==> src/sv/brb_pkg.sv <==
// Shared types and constants for the byte ring buffer.
package brb_pkg;

  localparam int unsigned DEPTH_DEF = 4096;

  localparam int unsigned OPCODE_W = 3;
  localparam int unsigned BYTE_W   = 8;
  localparam int unsigned OFFSET_W = 12;
  localparam int unsigned LENGTH_W = 13;
  localparam int unsigned COUNT_W  = 12;

  localparam int unsigned LENGTH_MAX = (1 << LENGTH_W) - 1;

  localparam int unsigned IN_TDATA_W  = 40;
  localparam int unsigned OUT_TDATA_W = 64;

  typedef enum logic [OPCODE_W-1:0] {
    OP_WRITE    = 3'd0,
    OP_PEEK     = 3'd1,
    OP_ADV_TAIL = 3'd2,
    OP_ADV_HEAD = 3'd3,
    OP_CLEAR    = 3'd4
  } op_e;

  typedef struct packed {
    logic [COUNT_W-1:0] used;
    logic [COUNT_W-1:0] free;
    logic [COUNT_W-1:0] lin_used;
    logic [COUNT_W-1:0] lin_free;
  } status_t;

  typedef struct packed {
    logic fin;
    logic ok;
    logic rd;
  } done_t;

endpackage

==> src/sv/brb_ctrl.sv <==
// Pointer control, operation decode, memory requests and fill counts.
module brb_ctrl #(
  parameter int unsigned DEPTH = brb_pkg::DEPTH_DEF,
  parameter int unsigned AW    = $clog2(DEPTH)
) (
  input  logic                          clk_i,
  input  logic                          rst_ni,
  input  logic                          fire_i,
  input  logic [brb_pkg::OPCODE_W-1:0]  opcode_i,
  input  logic [brb_pkg::OFFSET_W-1:0]  offset_i,
  input  logic [brb_pkg::LENGTH_W-1:0]  length_i,
  input  logic                          pend_ready_i,
  output logic                          busy_o,
  output brb_pkg::done_t                done_o,
  output logic                          ram_we_o,
  output logic                          ram_re_o,
  output logic [AW-1:0]                 ram_addr_o,
  output brb_pkg::status_t              status_o
);

  function automatic int top_shift(int depth);
    int k;
    k = 0;
    while ((depth << (k + 1)) <= (depth - 1 + int'(brb_pkg::LENGTH_MAX))) begin
      k = k + 1;
    end
    return k;
  endfunction

  localparam int unsigned CW   = AW + 1;
  localparam int unsigned SW   = ((AW > brb_pkg::LENGTH_W) ? AW : brb_pkg::LENGTH_W) + 1;
  localparam bit          POW2 = ((DEPTH & (DEPTH - 1)) == 0);
  localparam int          KTOP = top_shift(int'(DEPTH));
  localparam int unsigned KW   = (KTOP > 0) ? $clog2(KTOP + 1) : 1;
  localparam bit          MULTI = !POW2 && (KTOP > 0);

  logic [AW-1:0] rp_q, rp_d, wp_q, wp_d;
  logic          busy_q, busy_d;
  logic [SW-1:0] red_q, red_d;
  logic [KW-1:0] k_q, k_d;
  logic          tail_q, tail_d;

  logic [CW-1:0] rp_e, wp_e, depth_c;
  logic [CW-1:0] used_w, free_w, lin_used_w, lin_free_w;
  logic [31:0]   len32;
  logic          off_in, wr_ok, pk_ok;
  logic [AW-1:0] ptr_sel;
  logic [SW-1:0] pos_sum, adv_sum, red_sub, depth_s;
  logic [AW-1:0] pos, adv_one, red_fin;
  logic [SW-1:0] red_step;

  assign rp_e    = CW'(rp_q);
  assign wp_e    = CW'(wp_q);
  assign depth_c = CW'(DEPTH);
  assign depth_s = SW'(DEPTH);

  always_comb begin
    used_w     = (wp_q >= rp_q) ? (wp_e - rp_e) : (wp_e + depth_c - rp_e);
    free_w     = depth_c - CW'(1) - used_w;
    lin_used_w = (wp_q == rp_q) ? '0 :
                 (rp_q < wp_q) ? (wp_e - rp_e) : (depth_c - rp_e);
    lin_free_w = (wp_q >= rp_q) ? (depth_c - CW'(1) - wp_e) : (rp_e - wp_e - CW'(1));
  end

  assign status_o.used     = brb_pkg::COUNT_W'(used_w);
  assign status_o.free     = brb_pkg::COUNT_W'(free_w);
  assign status_o.lin_used = brb_pkg::COUNT_W'(lin_used_w);
  assign status_o.lin_free = brb_pkg::COUNT_W'(lin_free_w);

  assign len32  = 32'(length_i);
  assign off_in = {1'b0, offset_i} < length_i;
  assign wr_ok  = (len32 <= 32'(free_w)) && off_in;
  assign pk_ok  = (len32 <= 32'(used_w)) && off_in;

  assign ptr_sel = (opcode_i == brb_pkg::OP_ADV_HEAD || opcode_i == brb_pkg::OP_PEEK) ?
                   rp_q : wp_q;

  always_comb begin
    pos_sum = SW'(ptr_sel) + SW'(offset_i);
    pos     = (pos_sum >= depth_s) ? AW'(pos_sum - depth_s) : AW'(pos_sum);
    adv_sum = SW'(ptr_sel) + SW'(length_i);
    if (POW2) begin
      adv_one = adv_sum[AW-1:0];
    end else begin
      adv_one = (adv_sum >= depth_s) ? AW'(adv_sum - depth_s) : AW'(adv_sum);
    end
    red_sub  = depth_s << k_q;
    red_step = (red_q >= red_sub) ? (red_q - red_sub) : red_q;
    red_fin  = AW'(red_step);
  end

  always_comb begin
    rp_d        = rp_q;
    wp_d        = wp_q;
    busy_d      = busy_q;
    red_d       = red_q;
    k_d         = k_q;
    tail_d      = tail_q;
    done_o      = '0;
    ram_we_o    = 1'b0;
    ram_re_o    = 1'b0;
    ram_addr_o  = pos;
    if (busy_q) begin
      if (k_q == '0) begin
        if (pend_ready_i) begin
          if (tail_q) begin
            wp_d = red_fin;
          end else begin
            rp_d = red_fin;
          end
          busy_d     = 1'b0;
          done_o.fin = 1'b1;
        end
      end else begin
        red_d = red_step;
        k_d   = k_q - KW'(1);
      end
    end else if (fire_i) begin
      unique case (opcode_i)
        brb_pkg::OP_WRITE: begin
          done_o.fin = 1'b1;
          done_o.ok  = wr_ok;
          ram_we_o   = wr_ok;
        end
        brb_pkg::OP_PEEK: begin
          done_o.fin = 1'b1;
          done_o.ok  = pk_ok;
          done_o.rd  = pk_ok;
          ram_re_o   = pk_ok;
        end
        brb_pkg::OP_ADV_TAIL, brb_pkg::OP_ADV_HEAD: begin
          if (MULTI) begin
            busy_d = 1'b1;
            red_d  = adv_sum;
            k_d    = KW'(KTOP);
            tail_d = (opcode_i == brb_pkg::OP_ADV_TAIL);
          end else begin
            done_o.fin = 1'b1;
            if (opcode_i == brb_pkg::OP_ADV_TAIL) begin
              wp_d = adv_one;
            end else begin
              rp_d = adv_one;
            end
          end
        end
        brb_pkg::OP_CLEAR: begin
          done_o.fin = 1'b1;
          rp_d       = '0;
          wp_d       = '0;
        end
        default: begin
          done_o.fin = 1'b1;
        end
      endcase
    end
  end

  always_ff @(posedge clk_i or negedge rst_ni) begin
    if (!rst_ni) begin
      rp_q   <= '0;
      wp_q   <= '0;
      busy_q <= 1'b0;
    end else begin
      rp_q   <= rp_d;
      wp_q   <= wp_d;
      busy_q <= busy_d;
    end
  end

  always_ff @(posedge clk_i) begin
    red_q  <= red_d;
    k_q    <= k_d;
    tail_q <= tail_d;
  end

  assign busy_o = busy_q;

endmodule

==> config.mk <==
export PLATFORM = sky130hd
export DESIGN_NAME = brb_ctrl
export DESIGN_NICKNAME = d
export VERILOG_FILES = /design/src/sv/brb_pkg.sv /design/src/sv/brb_ctrl.sv
export SDC_FILE = /design/constraint.sdc
export NUM_CORES = 1
export LEC_CHECK = 0
export BUFFER_PORTS_ARGS = -buffer_cell sky130_fd_sc_hd__buf_4
export CORE_MARGIN = 2
export CORE_UTILIZATION = 35
export DETAILED_ROUTE_END_ITERATION = 16
export PLACE_DENSITY = 0.52
export SLEW_MARGIN = 20
export SYNTH_ARGS = -nofsm -noshare
export SYNTH_HDL_FRONTEND = slang
export SYNTH_SLANG_ARGS = --single-unit
==> constraint.sdc <==
create_clock -name clk_i -period 4.5 [get_ports clk_i]
set_input_delay 0.45 -clock clk_i [delete_from_list [all_inputs] [get_ports clk_i]]
set_output_delay 0.45 -clock clk_i [all_outputs]
set_load 0.1 [all_outputs]
==> results by group, run 1 <==
Status
  • Status: completed

Die
  • Die Width: about 120 um
  • Die area: 15300 um2
  • Num rows: 43
  • Io pins: just under 100
  • Initial Util: 35.9%
  • Vert. Die Dim: 124 um
  • Core Region: 13900 um2

Clocking
  • CTS tree: done
  • H-tree levels: 2
  • CTS buffer count: 5
  • CTS sink cnt: 35
  • Root buf cell: clkbuf_16
  • Insertion delay to the later sink of the worst-skew pair: between 200 and 300 ps
  • Clock Tree Buf Depth: 2
  • Clock slew at reported path FFs: about 50 ps

STA
  • Fin Clk Skew: just under 8 ps
  • Max-slew headroom: 33.1%
  • Post-route minimum period: 4370 ps
  • Setup-failing EPs final: 0
  • Pins Over Slew Limit: 0
  • Fin. Hold Viols: 0
  • Tcrit/Tclk final: 97.1%
  • Setup WS post-layout: ~130 ps
  • F_max: 229 MHz
  • RSZ-0062 raised after global routing: true
  • Worst-Margin Slew: 997 ps
  • Final setup TNS: 0 ps

Setup path
  • R2R Path Start: wp_q[0]$_DFFE_PN0P_
  • Setup CP Type: reg2out
  • CP endpoint: done_o[0]
  • Startpoint types: register
  • R2R setup slack: 1320 ps
  • Worst Path Required: about 4000 ps
  • Crit path from: wp_q[1]$_DFFE_PN0P_
  • Setup crit end kind: output port
  • Worst Path Max Fanout: 4
  • R2r worst-path depth: 13
  • Reg2Reg Capture Point: rp_q[10]$_DFFE_PN0P_
  • Critical Path AT: 3920 ps

Placement
  • Gpl congestion: between 0.8 and 0.9
  • Placed cell count: 919
  • Placed cell areas: 6260 um2
  • IO Port Bufs: 97
  • Pre-CTS setup slack: -74.9 ps
  • DP HPWL: ~14 mm

Cells and area
  • Cell area after layout: 6730 um2
  • Register Area: 928 um2
  • Final nets: 879
  • Area of the multi-input gates: around 4100 um2
  • # fillers: 1360
  • Non-filler cells, final: 940
  • Area grow syn2layout: 34.4%
  • Antenna Cells: 0
  • Fraction of layout cells with a size suffix above 1: between 20% and 30%

Detailed routing
  • Via density: 5.28
  • Avg WL per Cell: 18.1 um
  • First drt pass iteration count: 5
  • Drt drc: 0
  • Drt first-iter violations: 353
  • Antenna viol nets, final: 0
  • Total vias in the final route: 4960
  • Total wire length: around 17 mm

Worst hold path
  • Hold Path Class: in2async

Synthesis
  • Post-synth EDFFs: 10
  • Ys async rst share: 71.4%
  • Largest area contributor in the netlist: ha_1
  • Post-Syn Nets: 764
  • Warnings from Yosys: 0
  • Avg Cell Area, Syn: 7.78 um2
  • Part of the Yosys area used for sequential elements: between 10% and 20%
  • Largest cells by area after synthesis: ha_1 (21%), dfrtp_1 (12%), xnor2_1 (6.6%), edfxtp_1 (6.0%), inv_1 (4.8%)
  • Unique masters post-synth: 64
  • Yosys reg bits: 35
  • Synth Flop Type: dfrtp_1
  • Synth Cell Area: 5010 um2
  • Synth top area share: 21.2%
  • Syn Inst Count: around 640
  • Most frequent cells after synthesis: ha_1 (85), inv_1 (64), nand2_1 (58), nor2_1 (54), a21oi_1 (45)
  • Count leader, synth: ha_1

Global routing
  • Overflow after GRT: 0
  • Global Route Usage Sum: between 20% and 30%
  • First-pass GRT wire length: 26.2 mm
  • Vias in the first global route: 4813
  • Antenna violations before repair: 0
  • Largest net degree at the start of global routing: 26

Flow run
  • Total of max-cap violations: 0
## state kept, by name, indices dropped and copies added (netlist names)
name	count
k_q	1
rp_q	12
red_q	9
busy_o	1
wp_q	12
## cell type report
cell class                 instances  share of cell area [%]
sequential                        35                    13.8
inverter                          64                    3.62
clock buffer                       8                    2.32
timing repair buffer             140                    16.1
tap                              180                    3.35
multi-input combinational        513                    60.8
## through the flow
stage | hold WS, ps | utilization (%)
global route | 111 | 48.3
detailed placement | 386 | 44.9
global placement | 386 | 44.9
floorplan | 154 | -
finish | 86.8 | 48.3
CTS | 94.5 | 47.1
## worst min-delay path by stage
stage | start | endpoint | cells past startpoint
CTS | rst_ni | wp_q[5]$_DFFE_PN0P_ | 1
finish | rst_ni | wp_q[7]$_DFFE_PN0P_ | 1
global placement | rst_ni | wp_q[9]$_DFFE_PN0P_ | 1
global route | rst_ni | wp_q[7]$_DFFE_PN0P_ | 1
floorplan | rst_ni | busy_o$_DFF_PN0_ | 0
detailed placement | rst_ni | rp_q[9]$_DFFE_PN0P_ | 1
## per-layer routing
metal / track usage (%) / share of wire, % / up-vias
met5: 0 / 0 / -
met4: 3.98 / 1.1 / 0
met3: 1.97 / 4.9 / 16
met2: 36.4 / 46 / 148
met1: 32.4 / 48 / 2326
li1: - / - / 2470
## cell usage in the layout (no fill, tap or decap), types with 6 or more instances in the layout
| cell type | Yosys | final |
|---|---|---|
| buf_4 | 2 | 136 |
| o21ai_0 | 43 | 38 |
| a21o_1 | 21 | 21 |
| ha_4 | 0 | 8 |
| o31ai_1 | 11 | 11 |
| a21oi_1 | 45 | 40 |
| nor2b_1 | 11 | 10 |
| xor2_1 | 9 | 7 |
| edfxtp_1 | 10 | 10 |
| nand3_1 | 12 | 12 |
| nand2_1 | 58 | 58 |
| inv_1 | 64 | 57 |
| mux2i_1 | 13 | 13 |
| nor3_1 | 10 | 8 |
| ha_1 | 85 | 76 |
| xnor2_1 | 38 | 30 |
| dfrtp_1 | 25 | 23 |
| nor2_1 | 54 | 53 |
| o21a_1 | 8 | 8 |
| nand4_1 | 6 | 6 |
| inv_2 | 0 | 6 |
## critical path: stages, from the launching register on
cell      delay [ps]
dfrtp_2          450
ha_1             330
and3b_1          220
o21ai_2          160
a21oi_2           90
o22a_1           260
nor3_2           230
mux2i_1           90
or2_1            260
ha_4             240
nor3b_4          150
and3_4           150
o21a_1           100
a211oi_2         280
a21oi_2           80
nor3b_4          310
buf_12           220
## repair_timing
item	CTS	global route
resized for setup	21	28
pin swaps	11	11
buffers inserted	8	5
setup endpoints to repair	4	5
hold buffers	0	0
## logic make-up (layout without fill, tap and decap cells)
kind of cell	Yosys count	after routing	synth area share, %
AO/OA/AOI/OAI	172	172	22.2
buffers and inverters	96	212	7.62
AND/OR/NAND/NOR	191	191	18.2
adder cells (fa/ha/maj)	88	88	22.4
XOR/XNOR	47	47	8.22
flip-flops	35	35	18.5
multiplexers	14	14	2.82
other	1	1	0.0749
Power of run 1 is left out: the tool's default activity adds up to more than one toggle a clock period on the data nets, which glitch-free logic cannot reach.
==> run 2, diff against run 1 <==
CELL_PAD_IN_SITES_DETAIL_PLACEMENT = 0   (was default)
CELL_PAD_IN_SITES_GLOBAL_PLACEMENT = 1   (was default)
PLACE_DENSITY = 0.68   (was 0.52)
==> run 2 against run 1 <==
  * Count of clock-buffer cells in the layout is the same
  * Via count shrank 2.0%
  * Largest cell class unchanged
  * Maximum frequency shrank 2.3%
  * Critical path depth grew 2
  * Worst hold slack lost 15 ps
==> results by group, run 2 (same netlist as run 1, synthesis figures left out) <==
Clocking
  • H-tree levels: 2 (unchanged)
  • CTS buffer count: 5 (unchanged)
  • Insertion delay to the later sink of the worst-skew pair: 280 ps (about the same)
  • Clock slew at reported path FFs: 50 ps (about the same)
  • CTS tree: done
  • Clock Tree Buf Depth: 2 (unchanged)
  • Root buf cell: clkbuf_16
  • CTS sink cnt: 35 (unchanged)

Detailed routing
  • Total vias in the final route: 4860 (-2.0%)
  • Avg WL per Cell: 18.0 um (-0.82%)
  • Total wire length: 16.8 mm (-1.2%)
  • Drt drc: 0 (unchanged)
  • Antenna viol nets, final: 0 (unchanged)
  • Via density: 5.19 (-1.6%)
  • First drt pass iteration count: 4 (-1)
  • Drt first-iter violations: 354 (+0.28%)

Setup path
  • R2R setup slack: 1580 ps (+260 ps)
  • Startpoint types: register
  • WP buf/inv: 2 (+1)
  • Setup crit end kind: output port
  • Reg2Reg Capture Point: rp_q[10]$_DFFE_PN0P_
  • CP endpoint: done_o[0]
  • Setup CP Type: reg2out
  • Slowest stage delay, CP: 380 ps (-70 ps)
  • Critical Path AT: 4020 ps (+100 ps)
  • R2R Path Start: wp_q[2]$_DFFE_PN0P_
  • Worst Path Required: 4050 ps (about the same)
  • Worst Path Max Fanout: 4 (unchanged)
  • Crit path from: wp_q[0]$_DFFE_PN0P_
  • Largest delay share family, worst path: compound AO/OA/AOI/OAI gates
  • R2r worst-path depth: 10 (-3)
  • Instance count on the critical path: 18 (+2)
  • Crit-path cells: inv_2, ha_4, fa_2, nor2b_4, o2111a_2, o41ai_4, nand2_1, a211oi_2, mux2i_1, or2_1, ha_4, nor3b_4, and3_4, o21a_1, a211oi_2, a21oi_2, nor3b_4, buf_12
  • CP max stage cell: dfrtp_1

Global routing
  • Largest net degree at the start of global routing: 26 (unchanged)
  • First-pass GRT wire length: 26.6 mm (+1.8%)
  • Global Route Usage Sum: 22.6% (+0.30 points)
  • Overflow after GRT: 0 (unchanged)
  • Antenna violations before repair: 0 (unchanged)
  • Vias in the first global route: 4841 (+0.58%)

Placement
  • Placed cell count: 920 (+0.11%)
  • DP HPWL: 14.3 mm (+0.16%)
  • Gpl congestion: 0.902 (+0.28%)
  • Pre-CTS setup slack: 71.3 ps (+146 ps)
  • IO Port Bufs: 97 (unchanged)

STA
  • F_max: 224 MHz (-2.3%)
  • Pins Over Slew Limit: 0 (unchanged)
  • Fin. Hold Viols: 0 (unchanged)
  • Fin Clk Skew: 4.69 ps (-3.05 ps)
  • Setup WS post-layout: 29.7 ps (-103 ps)
  • Worst-Margin Slew: 922 ps (-74.5 ps)
  • Post-route minimum period: 4470 ps (+103 ps)
  • Tcrit/Tclk final: 99.3% (+2.3 points)
  • Max-slew headroom: 38.5% (+5.5 points)
  • RSZ-0062 raised after global routing: true
  • Setup-failing EPs final: 0 (unchanged)

Die
  • Io pins: 98 (unchanged)
  • Num rows: 43 (unchanged)
  • Die area: 15300 um2 (unchanged)
  • Die Width: 124 um (unchanged)
  • Core Region: 13900 um2 (unchanged)
  • Initial Util: 35.9% (unchanged)
  • Vert. Die Dim: 124 um (unchanged)

Worst hold path
  • Hold Path Class: in2async

Cells and area
  • Largest regs: rp_q x12, wp_q x12, red_q x9
  • Most frequent cells in the layout: buf_4 (132), ha_1 (76), inv_1 (61)
  • Non-filler cells, final: 936 (-0.43%)
  • Fraction of layout cells with a size suffix above 1: 25.0% (-1.6 points)
  • Final nets: 875 (-0.46%)
  • Area grow syn2layout: 32.6%
  • # fillers: 1388 (+2.1%)
  • Antenna Cells: 0 (unchanged)
  • Most common cell after layout, fill and taps aside: buf_4

Flow run
  • Total of max-cap violations: 0 (unchanged)

Status
  • Status: completed
[run 2: cell count changes in the layout (fill, tap and decap cells not counted), sizes merged]
cell | previous run | this run
buf | 140 | 136
[run 2: metal layers]
| metal | wire length [um] | track usage, % | up-vias |
|---|---|---|---|
| met5 | 0 | 0 | - |
| met3 | 735 | 1.97 | 24 |
| met2 | 7550 | 36.1 | 124 |
| met1 | 8160 | 32.9 | 2262 |
| met4 | 382 | 5.54 | 0 |
| li1 | - | - | 2450 |
[run 2: worst reg2reg max path, stage by stage (launching register included)]
cell	delay [ps]
dfrtp_1	440
inv_1	90
o21ai_0	520
ha_1	400
nor2b_1	170
o2111ai_1	240
nand3_1	160
a41oi_1	270
xnor2_1	130
a221oi_1	290
a21oi_1	80
[run 2: final cells by class]
| cell class | instances | area [um2] | area share, % |
|---|---|---|---|
| Sequential cell | 35 | 927 | 14.0 |
| Inverter | 64 | 244 | 3.68 |
| Clock buffer | 8 | 156 | 2.36 |
| Tap cell | 180 | 225 | 3.39 |
| Timing Repair Buffer | 136 | 1060 | 15.9 |
| Multi-Input combinational cell | 513 | 4030 | 60.7 |
[run 2: how the worst min path moves through the flow]
stage / slack (ps) / end / from / cells after the start
6_report: 70 / wp_q[4]$_DFFE_PN0P_ / rst_ni / 1
5_1_grt: 100 / rp_q[4]$_DFFE_PN0P_ / rst_ni / 1
4_1_cts: 80 / wp_q[4]$_DFFE_PN0P_ / rst_ni / 1
3_5_place_dp: 370 / wp_q[4]$_DFFE_PN0P_ / rst_ni / 1
3_3_place_gp: 370 / rp_q[3]$_DFFE_PN0P_ / rst_ni / 1
2_1_floorplan: 150 / busy_o$_DFF_PN0_ / rst_ni / 0
[run 2: repair_timing]
action,CTS,global route
endpoints found under the hold margin,0,0
endpoints found under the setup margin,4,5
resized for setup,19,17
buffers inserted,2,6
hold buffers,0,0
pin swaps,6,1
cloned,0,0
[run 2: per-stage QoR]
stage / TNS [ps] / hold slack (ps) / util (%) / instance area [um2]
after CTS: 0 / 81.5 / 46.8 / 6530
after global placement: 0 / 370 / 45.0 / 6260
after global routing: -418 / 97.0 / 47.6 / 6640
final: 0 / 71.7 / 47.6 / 6640
after detailed placement: 0 / 372 / 45.0 / 6260
after floorplan: -4280 / 154 / - / 5230
Power of run 2 is left out for the same reason.
